--- src/sv/via_pkg.sv ---
// Package for the versatile interface adapter: event kinds, register
// selects, interrupt flag bit positions and the controller/datapath structs.
// No dependencies.
`default_nettype none
package via_pkg;

   typedef enum logic [1:0] {
      FUNC_WRITE = 2'd0,
      FUNC_READ  = 2'd1,
      FUNC_TICK  = 2'd2,
      FUNC_LINE  = 2'd3
   } func_type;

   localparam logic [3:0] REG_ORB   = 4'h0;
   localparam logic [3:0] REG_ORA   = 4'h1;
   localparam logic [3:0] REG_DDRB  = 4'h2;
   localparam logic [3:0] REG_DDRA  = 4'h3;
   localparam logic [3:0] REG_T1CL  = 4'h4;
   localparam logic [3:0] REG_T1CH  = 4'h5;
   localparam logic [3:0] REG_T1LL  = 4'h6;
   localparam logic [3:0] REG_T1LH  = 4'h7;
   localparam logic [3:0] REG_T2CL  = 4'h8;
   localparam logic [3:0] REG_T2CH  = 4'h9;
   localparam logic [3:0] REG_SR    = 4'hA;
   localparam logic [3:0] REG_ACR   = 4'hB;
   localparam logic [3:0] REG_PCR   = 4'hC;
   localparam logic [3:0] REG_IFR   = 4'hD;
   localparam logic [3:0] REG_IER   = 4'hE;
   localparam logic [3:0] REG_ORA_NH = 4'hF;

   localparam int FLAG_CA2 = 0;
   localparam int FLAG_CA1 = 1;
   localparam int FLAG_CB2 = 3;
   localparam int FLAG_CB1 = 4;
   localparam int FLAG_T2  = 5;
   localparam int FLAG_T1  = 6;

   localparam int CNT_W = 18;

   // controller -> datapath
   typedef struct packed {
      logic exec;     // apply the held event to the registers
      logic t1_step;  // add one timer 1 period
      logic t1_done;  // reload finished, apply timer 1 side effects
      logic load;     // capture a new event
   } dp_cmd_type;

   // datapath -> controller
   typedef struct packed {
      logic t1_needs_reload; // count below -3 after a tick
      logic t1_settled;      // count at least -1 after a period add
   } dp_sts_type;

endpackage
`default_nettype wire

--- src/sv/via_ctrl.sv ---
// Controller for the interface adapter: sequences load, execute, the
// timer 1 reload loop and the result beat. Uses via_pkg.
`default_nettype none
module via_ctrl (
   input  wire logic                clock,
   input  wire logic                reset,
   input  wire logic                req_tvalid,
   output logic                     req_tready,
   output logic                     rsp_tvalid,
   input  wire logic                rsp_tready,
   input  wire via_pkg::func_type   func,
   output via_pkg::dp_cmd_type      cmd,
   input  wire via_pkg::dp_sts_type sts
);

   typedef enum logic [5:0] {
      ST_IDLE   = 6'b000001,
      ST_EXEC   = 6'b000010,
      ST_CHECK  = 6'b000100,
      ST_RELOAD = 6'b001000,
      ST_FINISH = 6'b010000,
      ST_OUT    = 6'b100000
   } state_type;

   state_type state_ff, state_in;

   always_comb begin
      state_in = state_ff;
      cmd = '0;
      req_tready = 1'b0;
      rsp_tvalid = 1'b0;
      unique case (state_ff)
         ST_IDLE: begin
            req_tready = 1'b1;
            if (req_tvalid) begin
               cmd.load = 1'b1;
               state_in = ST_EXEC;
            end
         end
         ST_EXEC: begin
            cmd.exec = 1'b1;
            if (func == via_pkg::FUNC_TICK) state_in = ST_CHECK;
            else state_in = ST_OUT;
         end
         // count after the tick decides whether timer 1 reloads at all
         ST_CHECK: begin
            if (sts.t1_needs_reload) begin
               cmd.t1_step = 1'b1;
               state_in = ST_RELOAD;
            end else begin
               state_in = ST_OUT;
            end
         end
         ST_RELOAD: begin
            if (sts.t1_settled) state_in = ST_FINISH;
            else cmd.t1_step = 1'b1;
         end
         ST_FINISH: begin
            cmd.t1_done = 1'b1;
            state_in = ST_OUT;
         end
         ST_OUT: begin
            rsp_tvalid = 1'b1;
            if (rsp_tready) state_in = ST_IDLE;
         end
         default: state_in = ST_IDLE;
      endcase
   end

   always_ff @(posedge clock) begin
      if (reset) state_ff <= ST_IDLE;
      else state_ff <= state_in;
   end

endmodule
`default_nettype wire

--- src/sv/via_dp.sv ---
// Datapath for the interface adapter: port, timer, control and interrupt
// registers with their bus side effects. Uses via_pkg.
`default_nettype none
module via_dp (
   input  wire logic                clock,
   input  wire logic                reset,
   input  wire via_pkg::dp_cmd_type cmd,
   output via_pkg::dp_sts_type      sts,
   input  wire logic [1:0]          func,
   input  wire logic [3:0]          addr,
   input  wire logic [7:0]          wdata,
   input  wire logic [11:0]         elapsed,
   input  wire logic [1:0]          line_sel,
   input  wire logic                line_level,
   input  wire logic [7:0]          pins_a,
   input  wire logic [7:0]          pins_b,
   output logic [7:0]               rdata,
   output logic                     irq,
   output logic [7:0]               drive_a,
   output logic [7:0]               drive_b,
   output logic                     ca2_out,
   output logic                     cb2_out,
   output logic                     ca2_strobe,
   output logic                     cb2_strobe
);

   localparam int W = via_pkg::CNT_W;
   localparam logic signed [W-1:0] CNT_M1 = -W'(1);
   localparam logic signed [W-1:0] CNT_M3 = -W'(3);

   // held event
   logic [1:0]  func_ff;
   logic [3:0]  addr_ff;
   logic [7:0]  wdata_ff, pa_ff, pb_ff;
   logic [11:0] elapsed_ff;
   logic [1:0]  sel_ff;
   logic        lv_ff;

   logic [7:0] out_a_ff, out_b_ff, dir_a_ff, dir_b_ff, lat_a_ff, lat_b_ff;
   logic signed [W-1:0] cnt1_ff, cnt2_ff;
   logic [15:0] rl1_ff, rl2_ff;
   logic done1_ff, done2_ff;
   logic [7:0] acr_ff, pcr_ff, ifr_ff, sr_ff;
   logic [6:0] ier_ff;
   logic [3:0] lines_ff;
   logic [7:0] rdata_ff;
   logic sa_ff, sb_ff;

   logic [7:0] out_a_in, out_b_in, dir_a_in, dir_b_in, lat_a_in, lat_b_in;
   logic signed [W-1:0] cnt1_in, cnt2_in;
   logic [15:0] rl1_in, rl2_in;
   logic done1_in, done2_in;
   logic [7:0] acr_in, pcr_in, ifr_in, sr_in, rdata_in;
   logic [6:0] ier_in;
   logic [3:0] lines_in;
   logic sa_in, sb_in;

   logic signed [W-1:0] per1, cnt1_step;
   logic [7:0] src, flags;

   assign per1      = W'(rl1_ff) + W'(2);
   assign cnt1_step = cnt1_ff + per1;
   assign sts.t1_needs_reload = cnt1_ff < CNT_M3;
   assign sts.t1_settled      = cnt1_ff >= CNT_M1;

   always_comb begin
      out_a_in = out_a_ff; out_b_in = out_b_ff;
      dir_a_in = dir_a_ff; dir_b_in = dir_b_ff;
      lat_a_in = lat_a_ff; lat_b_in = lat_b_ff;
      cnt1_in = cnt1_ff; cnt2_in = cnt2_ff;
      rl1_in = rl1_ff; rl2_in = rl2_ff;
      done1_in = done1_ff; done2_in = done2_ff;
      acr_in = acr_ff; pcr_in = pcr_ff; sr_in = sr_ff; ier_in = ier_ff;
      lines_in = lines_ff;
      rdata_in = rdata_ff; sa_in = sa_ff; sb_in = sb_ff;
      flags = ifr_ff;
      src = 8'h00;
      if (cmd.load) begin
         rdata_in = 8'h00; sa_in = 1'b0; sb_in = 1'b0;
      end
      if (cmd.t1_step) cnt1_in = cnt1_step;
      if (cmd.t1_done) begin
         if (!done1_ff) flags[via_pkg::FLAG_T1] = 1'b1;
         if (acr_ff[7] && !done1_ff) out_b_in[7] = ~out_b_ff[7];
         if (!acr_ff[6]) done1_in = 1'b1;
      end
      if (cmd.exec) begin
         unique case (via_pkg::func_type'(func_ff))
            via_pkg::FUNC_WRITE: begin
               unique case (addr_ff)
                  via_pkg::REG_ORB: begin
                     flags[via_pkg::FLAG_CB1] = 1'b0;
                     if ((pcr_ff & 8'hA0) != 8'h20) flags[via_pkg::FLAG_CB2] = 1'b0;
                     out_b_in = wdata_ff;
                     if ((pcr_ff & 8'hE0) == 8'h80) lines_in[3] = 1'b0;
                     if ((pcr_ff & 8'hE0) == 8'hA0) begin
                        sb_in = 1'b1; lines_in[3] = 1'b1;
                     end
                  end
                  via_pkg::REG_ORA: begin
                     flags[via_pkg::FLAG_CA1] = 1'b0;
                     if ((pcr_ff & 8'h0A) != 8'h02) flags[via_pkg::FLAG_CA2] = 1'b0;
                     if ((pcr_ff & 8'h0E) == 8'h08) lines_in[1] = 1'b0;
                     if ((pcr_ff & 8'h0E) == 8'h0A) begin
                        sa_in = 1'b1; lines_in[1] = 1'b1;
                     end
                     out_a_in = wdata_ff;
                  end
                  via_pkg::REG_ORA_NH: out_a_in = wdata_ff;
                  via_pkg::REG_DDRB: dir_b_in = wdata_ff;
                  via_pkg::REG_DDRA: dir_a_in = wdata_ff;
                  via_pkg::REG_T1CL, via_pkg::REG_T1LL: rl1_in[7:0] = wdata_ff;
                  via_pkg::REG_T1LH: begin
                     rl1_in[15:8] = wdata_ff;
                     if (acr_ff[6]) flags[via_pkg::FLAG_T1] = 1'b0;
                  end
                  via_pkg::REG_T1CH: begin
                     if ((acr_ff & 8'hC0) == 8'h80) out_b_in[7] = 1'b0;
                     rl1_in[15:8] = wdata_ff;
                     cnt1_in = W'({wdata_ff, rl1_ff[7:0]}) + W'(1);
                     done1_in = 1'b0;
                     flags[via_pkg::FLAG_T1] = 1'b0;
                  end
                  via_pkg::REG_T2CL: rl2_in[7:0] = wdata_ff;
                  via_pkg::REG_T2CH: begin
                     rl2_in[15:8] = wdata_ff;
                     cnt2_in = W'({wdata_ff, rl2_ff[7:0]}) + W'(1);
                     flags[via_pkg::FLAG_T2] = 1'b0;
                     done2_in = 1'b0;
                  end
                  via_pkg::REG_SR: sr_in = wdata_ff;
                  via_pkg::REG_ACR: acr_in = wdata_ff;
                  via_pkg::REG_PCR: begin
                     pcr_in = wdata_ff;
                     if ((wdata_ff & 8'h0E) == 8'h0C) lines_in[1] = 1'b0;
                     else if (wdata_ff[3]) lines_in[1] = 1'b1;
                     if ((wdata_ff & 8'hE0) == 8'hC0) lines_in[3] = 1'b0;
                     else if (wdata_ff[7]) lines_in[3] = 1'b1;
                  end
                  via_pkg::REG_IFR: flags = flags & ~(wdata_ff & 8'h7F);
                  default: begin
                     if (wdata_ff[7]) ier_in = ier_ff | wdata_ff[6:0];
                     else ier_in = ier_ff & ~wdata_ff[6:0];
                  end
               endcase
            end
            via_pkg::FUNC_READ: begin
               unique case (addr_ff)
                  via_pkg::REG_ORA, via_pkg::REG_ORA_NH: begin
                     if (addr_ff == via_pkg::REG_ORA) begin
                        flags[via_pkg::FLAG_CA1] = 1'b0;
                        if ((pcr_ff & 8'h0A) != 8'h02) flags[via_pkg::FLAG_CA2] = 1'b0;
                     end
                     src = acr_ff[0] ? lat_a_ff : pa_ff;
                     rdata_in = (out_a_ff & dir_a_ff) | (src & ~dir_a_ff);
                  end
                  via_pkg::REG_ORB: begin
                     flags[via_pkg::FLAG_CB1] = 1'b0;
                     if ((pcr_ff & 8'hA0) != 8'h20) flags[via_pkg::FLAG_CB2] = 1'b0;
                     src = acr_ff[1] ? lat_b_ff : pb_ff;
                     rdata_in = (out_b_ff & dir_b_ff) | (src & ~dir_b_ff);
                  end
                  via_pkg::REG_DDRB: rdata_in = dir_b_ff;
                  via_pkg::REG_DDRA: rdata_in = dir_a_ff;
                  via_pkg::REG_T1LL: rdata_in = rl1_ff[7:0];
                  via_pkg::REG_T1LH: rdata_in = rl1_ff[15:8];
                  via_pkg::REG_T1CL: begin
                     flags[via_pkg::FLAG_T1] = 1'b0;
                     rdata_in = sts.t1_settled ? cnt1_ff[7:0] : 8'hFF;
                  end
                  via_pkg::REG_T1CH:
                     rdata_in = sts.t1_settled ? cnt1_ff[15:8] : 8'hFF;
                  via_pkg::REG_T2CL: begin
                     flags[via_pkg::FLAG_T2] = 1'b0;
                     rdata_in = cnt2_ff[7:0];
                  end
                  via_pkg::REG_T2CH: rdata_in = cnt2_ff[15:8];
                  via_pkg::REG_SR:  rdata_in = sr_ff;
                  via_pkg::REG_ACR: rdata_in = acr_ff;
                  via_pkg::REG_PCR: rdata_in = pcr_ff;
                  via_pkg::REG_IFR: rdata_in = ifr_ff;
                  default: rdata_in = {1'b1, ier_ff};
               endcase
            end
            via_pkg::FUNC_TICK: begin
               cnt1_in = cnt1_ff - W'(elapsed_ff);
               cnt2_in = cnt2_ff - W'(elapsed_ff);
               if (!acr_ff[5] && cnt2_in < CNT_M1 && !done2_ff) begin
                  flags[via_pkg::FLAG_T2] = 1'b1;
                  done2_in = 1'b1;
               end
            end
            default: begin
               if (lv_ff != lines_ff[sel_ff]) begin
                  lines_in[sel_ff] = lv_ff;
                  unique case (sel_ff)
                     2'd0: if (pcr_ff[0] == lv_ff) begin
                        if (acr_ff[0]) lat_a_in = pa_ff;
                        flags[via_pkg::FLAG_CA1] = 1'b1;
                        if ((pcr_ff & 8'h0C) == 8'h08) lines_in[1] = 1'b1;
                     end
                     2'd1: begin
                        if (pcr_ff[3]) lines_in[1] = lines_ff[1];
                        else if (pcr_ff[2] == lv_ff) flags[via_pkg::FLAG_CA2] = 1'b1;
                     end
                     2'd2: if (pcr_ff[4] == lv_ff) begin
                        if (acr_ff[1]) lat_b_in = pb_ff;
                        flags[via_pkg::FLAG_CB1] = 1'b1;
                        if ((pcr_ff & 8'hC0) == 8'h80) lines_in[3] = 1'b1;
                     end
                     default: begin
                        if (pcr_ff[7]) lines_in[3] = lines_ff[3];
                        else if (pcr_ff[6] == lv_ff) flags[via_pkg::FLAG_CB2] = 1'b1;
                     end
                  endcase
               end
            end
         endcase
      end
      flags[7] = |(flags[6:0] & ier_in);
      ifr_in = flags;
   end

   always_ff @(posedge clock) begin
      if (cmd.load) begin
         func_ff <= func; addr_ff <= addr; wdata_ff <= wdata;
         elapsed_ff <= elapsed; sel_ff <= line_sel; lv_ff <= line_level;
         pa_ff <= pins_a; pb_ff <= pins_b;
      end
      if (reset) begin
         out_a_ff <= 8'hFF; out_b_ff <= 8'hFF; dir_a_ff <= 8'hFF; dir_b_ff <= 8'hFF;
         lat_a_ff <= '0; lat_b_ff <= '0;
         cnt1_ff <= W'(16'hFFFF); cnt2_ff <= W'(16'hFFFF);
         rl1_ff <= 16'hFFFF; rl2_ff <= 16'hFFFF;
         done1_ff <= 1'b1; done2_ff <= 1'b1;
         acr_ff <= '0; pcr_ff <= '0; ifr_ff <= '0; ier_ff <= '0; sr_ff <= '0;
         lines_ff <= '0; rdata_ff <= '0; sa_ff <= 1'b0; sb_ff <= 1'b0;
      end else begin
         out_a_ff <= out_a_in; out_b_ff <= out_b_in;
         dir_a_ff <= dir_a_in; dir_b_ff <= dir_b_in;
         lat_a_ff <= lat_a_in; lat_b_ff <= lat_b_in;
         cnt1_ff <= cnt1_in; cnt2_ff <= cnt2_in;
         rl1_ff <= rl1_in; rl2_ff <= rl2_in;
         done1_ff <= done1_in; done2_ff <= done2_in;
         acr_ff <= acr_in; pcr_ff <= pcr_in; ifr_ff <= ifr_in;
         ier_ff <= ier_in; sr_ff <= sr_in; lines_ff <= lines_in;
         rdata_ff <= rdata_in; sa_ff <= sa_in; sb_ff <= sb_in;
      end
   end

   assign rdata      = rdata_ff;
   assign irq        = ifr_ff[7];
   assign drive_a    = (out_a_ff & dir_a_ff) | ~dir_a_ff;
   assign drive_b    = (out_b_ff & dir_b_ff) | ~dir_b_ff;
   assign ca2_out    = lines_ff[1];
   assign cb2_out    = lines_ff[3];
   assign ca2_strobe = sa_ff;
   assign cb2_strobe = sb_ff;

endmodule
`default_nettype wire

--- src/sv/versatile_interface_adapter.sv ---
// Top level of the versatile interface adapter (6522-style).
// Instantiates via_ctrl and via_dp; uses via_pkg.
//
// Usage:
//  - req channel: one beat is one event: bus write, bus read, elapsed
//    timer ticks, or a level change on CA1/CA2/CB1/CB2.
//  - rsp channel: one beat per request: read data (zero unless a read),
//    IRQ, port drives, CA2/CB2 levels and pulse strobes.
//  - Sequencing: a write, read or line event goes from accept through
//    EXEC to OUT (rsp_tvalid). A tick also passes CHECK and, when timer 1
//    underflows, RELOAD, adding one timer 1 period per step until the count
//    settles, then FINISH (k = ceil((-1 - count) / (latch + 2)) periods).
//  - One event at a time: req_tready is high only while idle, so a new
//    event is taken only after the previous result beat is accepted.
//  - rsp stall: the result beat holds until rsp_tready; no new request
//    is taken meanwhile.
//  - reset (synchronous, active high): ports and directions 0xFF,
//    timers 0xFFFF and expired, control and interrupt registers zero.
`default_nettype none
module versatile_interface_adapter (
   input  wire logic        clock,
   input  wire logic        reset,
   input  wire logic        req_tvalid,
   output logic             req_tready,
   // func[1:0], addr[5:2], wdata[13:6], elapsed[25:14], pins_a[33:26],
   // pins_b[41:34], pad
   input  wire logic [47:0] req_tdata,
   // line_sel[1:0], line_level[2]
   input  wire logic [2:0]  req_tuser,
   output logic             rsp_tvalid,
   input  wire logic        rsp_tready,
   // rdata[7:0], drive_a[15:8], drive_b[23:16]
   output logic [23:0]      rsp_tdata,
   // irq[0], ca2_out[1], cb2_out[2], ca2_strobe[3], cb2_strobe[4]
   output logic [4:0]       rsp_tuser
);

   via_pkg::dp_cmd_type cmd;
   via_pkg::dp_sts_type sts;
   logic [1:0] func_held;

   // the controller branches on the held event kind, captured here on load as in the datapath
   logic [1:0] func_ff;
   always_ff @(posedge clock) begin
      if (cmd.load) func_ff <= req_tdata[1:0];
   end
   assign func_held = func_ff;

   via_ctrl u_ctrl (
      .clock      (clock),
      .reset      (reset),
      .req_tvalid (req_tvalid),
      .req_tready (req_tready),
      .rsp_tvalid (rsp_tvalid),
      .rsp_tready (rsp_tready),
      .func       (via_pkg::func_type'(func_held)),
      .cmd        (cmd),
      .sts        (sts)
   );

   via_dp u_dp (
      .clock      (clock),
      .reset      (reset),
      .cmd        (cmd),
      .sts        (sts),
      .func       (req_tdata[1:0]),
      .addr       (req_tdata[5:2]),
      .wdata      (req_tdata[13:6]),
      .elapsed    (req_tdata[25:14]),
      .line_sel   (req_tuser[1:0]),
      .line_level (req_tuser[2]),
      .pins_a     (req_tdata[33:26]),
      .pins_b     (req_tdata[41:34]),
      .rdata      (rsp_tdata[7:0]),
      .irq        (rsp_tuser[0]),
      .drive_a    (rsp_tdata[15:8]),
      .drive_b    (rsp_tdata[23:16]),
      .ca2_out    (rsp_tuser[1]),
      .cb2_out    (rsp_tuser[2]),
      .ca2_strobe (rsp_tuser[3]),
      .cb2_strobe (rsp_tuser[4])
   );

endmodule
`default_nettype wire

--- config.mk ---
export PLATFORM = sky130hd
export DESIGN_NAME = versatile_interface_adapter
export DESIGN_NICKNAME = d
export VERILOG_FILES = /design/src/sv/via_pkg.sv /design/src/sv/via_ctrl.sv /design/src/sv/via_dp.sv /design/src/sv/versatile_interface_adapter.sv
export SDC_FILE = /design/constraint.sdc
export NUM_CORES = 1
export LEC_CHECK = 0
export BUFFER_PORTS_ARGS = -buffer_cell sky130_fd_sc_hd__buf_4
export CAP_MARGIN = 20
export CORE_UTILIZATION = 40
export DETAILED_ROUTE_END_ITERATION = 10
export PLACE_DENSITY = 0.55
export SLEW_MARGIN = 10
export SYNTH_ARGS = -nofsm -noshare
export SYNTH_HDL_FRONTEND = slang
export SYNTH_SLANG_ARGS = --single-unit
--- constraint.sdc ---
create_clock -name clock -period 4.75 [get_ports clock]
set_input_delay 0.95 -clock clock [delete_from_list [all_inputs] [get_ports clock]]
set_output_delay 0.95 -clock clock [all_outputs]
set_load 0.02 [all_outputs]
==> results.ini <==
[power_and_ir_drop]
ir_worst_vdd_mv=0.1999
leakagePower_nw=5.802
p_total_mw=4.619
p_per_area_nw_per_um2=310.3

[worst_setup_path]
crit_fanout=6
timing.rr.end=u_dp.cnt1_ff[13]$_SDFF_PP1_
critical_path_class=reg2reg
regToRegSetupSlack_ns=1.10
end_kind=flop
r2r_start=u_dp.rl1_ff[1]$_SDFFE_PP1P_
crit_required_ns=5.14
reg2regPathDepth=14
critPathLaunchType=flop
arrival_ns=4.04

[min_path]
holdPathStages=2
holdPathEnd=u_dp.rdata[3]$_SDFF_PP0_
hold_path_class=reg2reg
min_from=u_dp.rdata[3]$_SDFF_PP0_

[cts]
cts_setup_buffers=0
clock_sinks=214
ctsRootBufferMaster=clkbuf_16
clock_path_buffers=3
holdBufCountCts=0
cts.clk_slew.worst_paths_ns=0.06
tritoncts=yes
clock_latency_ns=0.54
cts_resized=0
htreeDepth=1
cts_buffers=26

[timing]
hold-worst-slack_ns=0.4533
slew_headroom_pct=29.56
hold_viol_final=0
fin_crit_ns=3.650
rsz0062_at_grt=false
finalCritPeriodShare_pct=76.85
setup_viol=0
finalMaxSlewViolations=0
worstMarginPinSlew_ns=1.030
finalClockSkew_ns=0.01298
setup_tns_ns=0
fmax_mhz=274.0

[route]
num_vias=12338
detail_route.vias_per_cell=5.937
wl_per_cell_um=22.15
drt_iter0_drc=1148
drcViolationCount=0
ant_nets=0
dr.pass1.iters=6
routed_wl_um=46020

[grt]
grt_overflow=0
met2_usage_pct=43.68
first_global_vias=11646
met3_usage_pct=3.951
grt_max_degree=91
antenna_found_initial=0
grt_use_total_pct=27.55
grt-busiest-layer=met2
grt_pass1_wl_um=70410
met1_usage_pct=39.20

[cells_and_area]
multi_input_area_um2=7800
finish.net_count=1731
diodes=0
regArea_um2=4735
nFillCells=3196
area_growth_syn_to_layout_pct=13.98
drive_above_1_share_pct=11.20

[yosys]
post_synth_num_cell_types=79
synth_ff_type=dfxtp_1
yosysSeqAreaShare_pct=36.26
synth_area_um2=13060
yosys_warnings=0
ys_top_cells_by_area=dfxtp_1, edfxtp_1, nand2_1
synth-seq-cells=214
synth_edf_count=45
netlist_instances=1576
synth_nets=1683
synthTopCellsByCount=nand2_1, dfxtp_1, nor2_1, a21oi_1, o21ai_0
synth_top_area_share_pct=25.91
synth_most_common_cell=nand2_1
synth_area_leader_cell=dfxtp_1
synthArstFlopShare_pct=0
syn_avg_cell_area_um2=8.286

[die]
core_um2=31800
fp.dieW_um=182.7
pin_count=86
rows=65
dieHeight_um=182.7
start_util_pct=41.07
die_area_um2=33370

[placement]
place.gp.congestion=0.9780
hpwlAfterDp_um=33500
port_buffers=79

[flow_run]
max-cap-violations=0

[outcome]
status=finished, final reports clean

[sequential cells by signal, summed over array words and instances, names as in the netlist, 12 cells and up, named ones only]
register	cells
u_dp.cnt2_ff	18
u_dp.rl1_ff	16
u_dp.cnt1_ff	18
u_dp.elapsed_ff	12
[final cells by class]
class / instances / area share [%]
Multi-Input combinational cell: 1231 / 52.40
Sequential cell: 214 / 31.81
Timing Repair Buffer: 105 / 5.447
Clock buffer: 38 / 5.153
Tap cell: 435 / 3.657
Inverter: 46 / 1.160
Clock inverter: 9 / 0.3699
[metal layers]
layer	vias up	share of wire [%]
met3	77	7.6
met4	0	2.4
met2	490	44
li1	5816	-
met5	-	0
met1	5955	46
[cell families (layout without fill, tap and decap cells)]
group | after synthesis | in the layout | share of synthesized area [%]
compound gates | 422 | 422 | 21.10
flops | 214 | 214 | 36.26
simple gates | 605 | 605 | 22.23
buf+inv | 131 | 198 | 4.015
fa+ha+maj | 53 | 53 | 5.231
mux | 73 | 73 | 5.940
xor+xnor | 78 | 78 | 5.231
[how the worst max path moves through the flow]
stage	startpoint	endpoint	slack (ns)
after detailed placement	u_dp.rl1_ff[1]$_SDFFE_PP1P_	u_dp.cnt1_ff[13]$_SDFF_PP1_	1.19
after CTS	u_dp.rl1_ff[1]$_SDFFE_PP1P_	u_dp.cnt1_ff[13]$_SDFF_PP1_	1.15
after global placement	u_dp.elapsed_ff[0]$_DFFE_PP_	u_dp.ifr_ff[7]$_SDFF_PP0_	1.23
after floorplan	u_dp.rl1_ff[1]$_SDFFE_PP1P_	u_dp.cnt1_ff[13]$_SDFF_PP1_	1.68
final	u_dp.rl1_ff[1]$_SDFFE_PP1P_	u_dp.cnt1_ff[13]$_SDFF_PP1_	1.10
after global routing	u_dp.rl1_ff[1]$_SDFFE_PP1P_	u_dp.cnt1_ff[13]$_SDFF_PP1_	0.83
[power breakdown]
group	switching [mW]	total [mW]	internal, mW
clock network	0.815	1.94	1.12
logic	0.458	0.722	0.265
registers	0.0546	1.96	1.91
total	1.33	4.62	3.29
[through the flow]
| step | utilization, % | std cells | setup WS [ns] | area, µm² |
|---|---|---|---|---|
| finish | 46.81 | 2078 | 1.100 | 14880 |
| global route | 46.81 | 2078 | 0.8322 | 14880 |
| CTS | 46.74 | 2077 | 1.151 | 14860 |
| detailed placement | 44.16 | 2030 | 1.188 | 14040 |
| global placement | 44.14 | 2029 | 1.226 | 14040 |
| floorplan | - | 1576 | 1.679 | 13060 |
[cells in the final DEF (no fill, tap or decap), types with 8 or more instances in the layout]
cell type	Yosys	routed
a21oi_1	112	112
clkbuf_16	0	27
xnor2_1	42	42
dfxtp_1	169	169
o21ai_0	95	95
a211o_1	25	25
mux2_2	16	16
xor2_1	36	36
inv_1	42	41
o21bai_1	8	8
or3_1	9	9
a21o_1	22	22
nor2b_1	30	30
o211ai_1	17	17
a22oi_1	10	10
nand3b_1	31	31
buf_4	5	102
nand4_1	16	16
a31oi_1	25	25
mux2i_1	55	55
edfxtp_1	45	45
ha_1	49	49
nor3_1	39	39
nand2_1	195	195
a221oi_1	17	17
nand2b_1	30	30
nor2_1	169	169
nand3_1	37	37
a211oi_1	15	15
[critical path, cell delays in order (launching register included)]
cell	delay [ns]
dfxtp_1	0.50
ha_1	0.31
nand2_1	0.12
nor3_1	0.39
nand2_1	0.12
xnor2_1	0.15
ha_1	0.35
a21o_1	0.20
a21oi_1	0.23
nor2_1	0.07
a221oi_1	0.30
nor2b_1	0.22
xnor2_1	0.09
a221oi_1	0.30
o311ai_0	0.17
(Power assumes the default switching activity.)
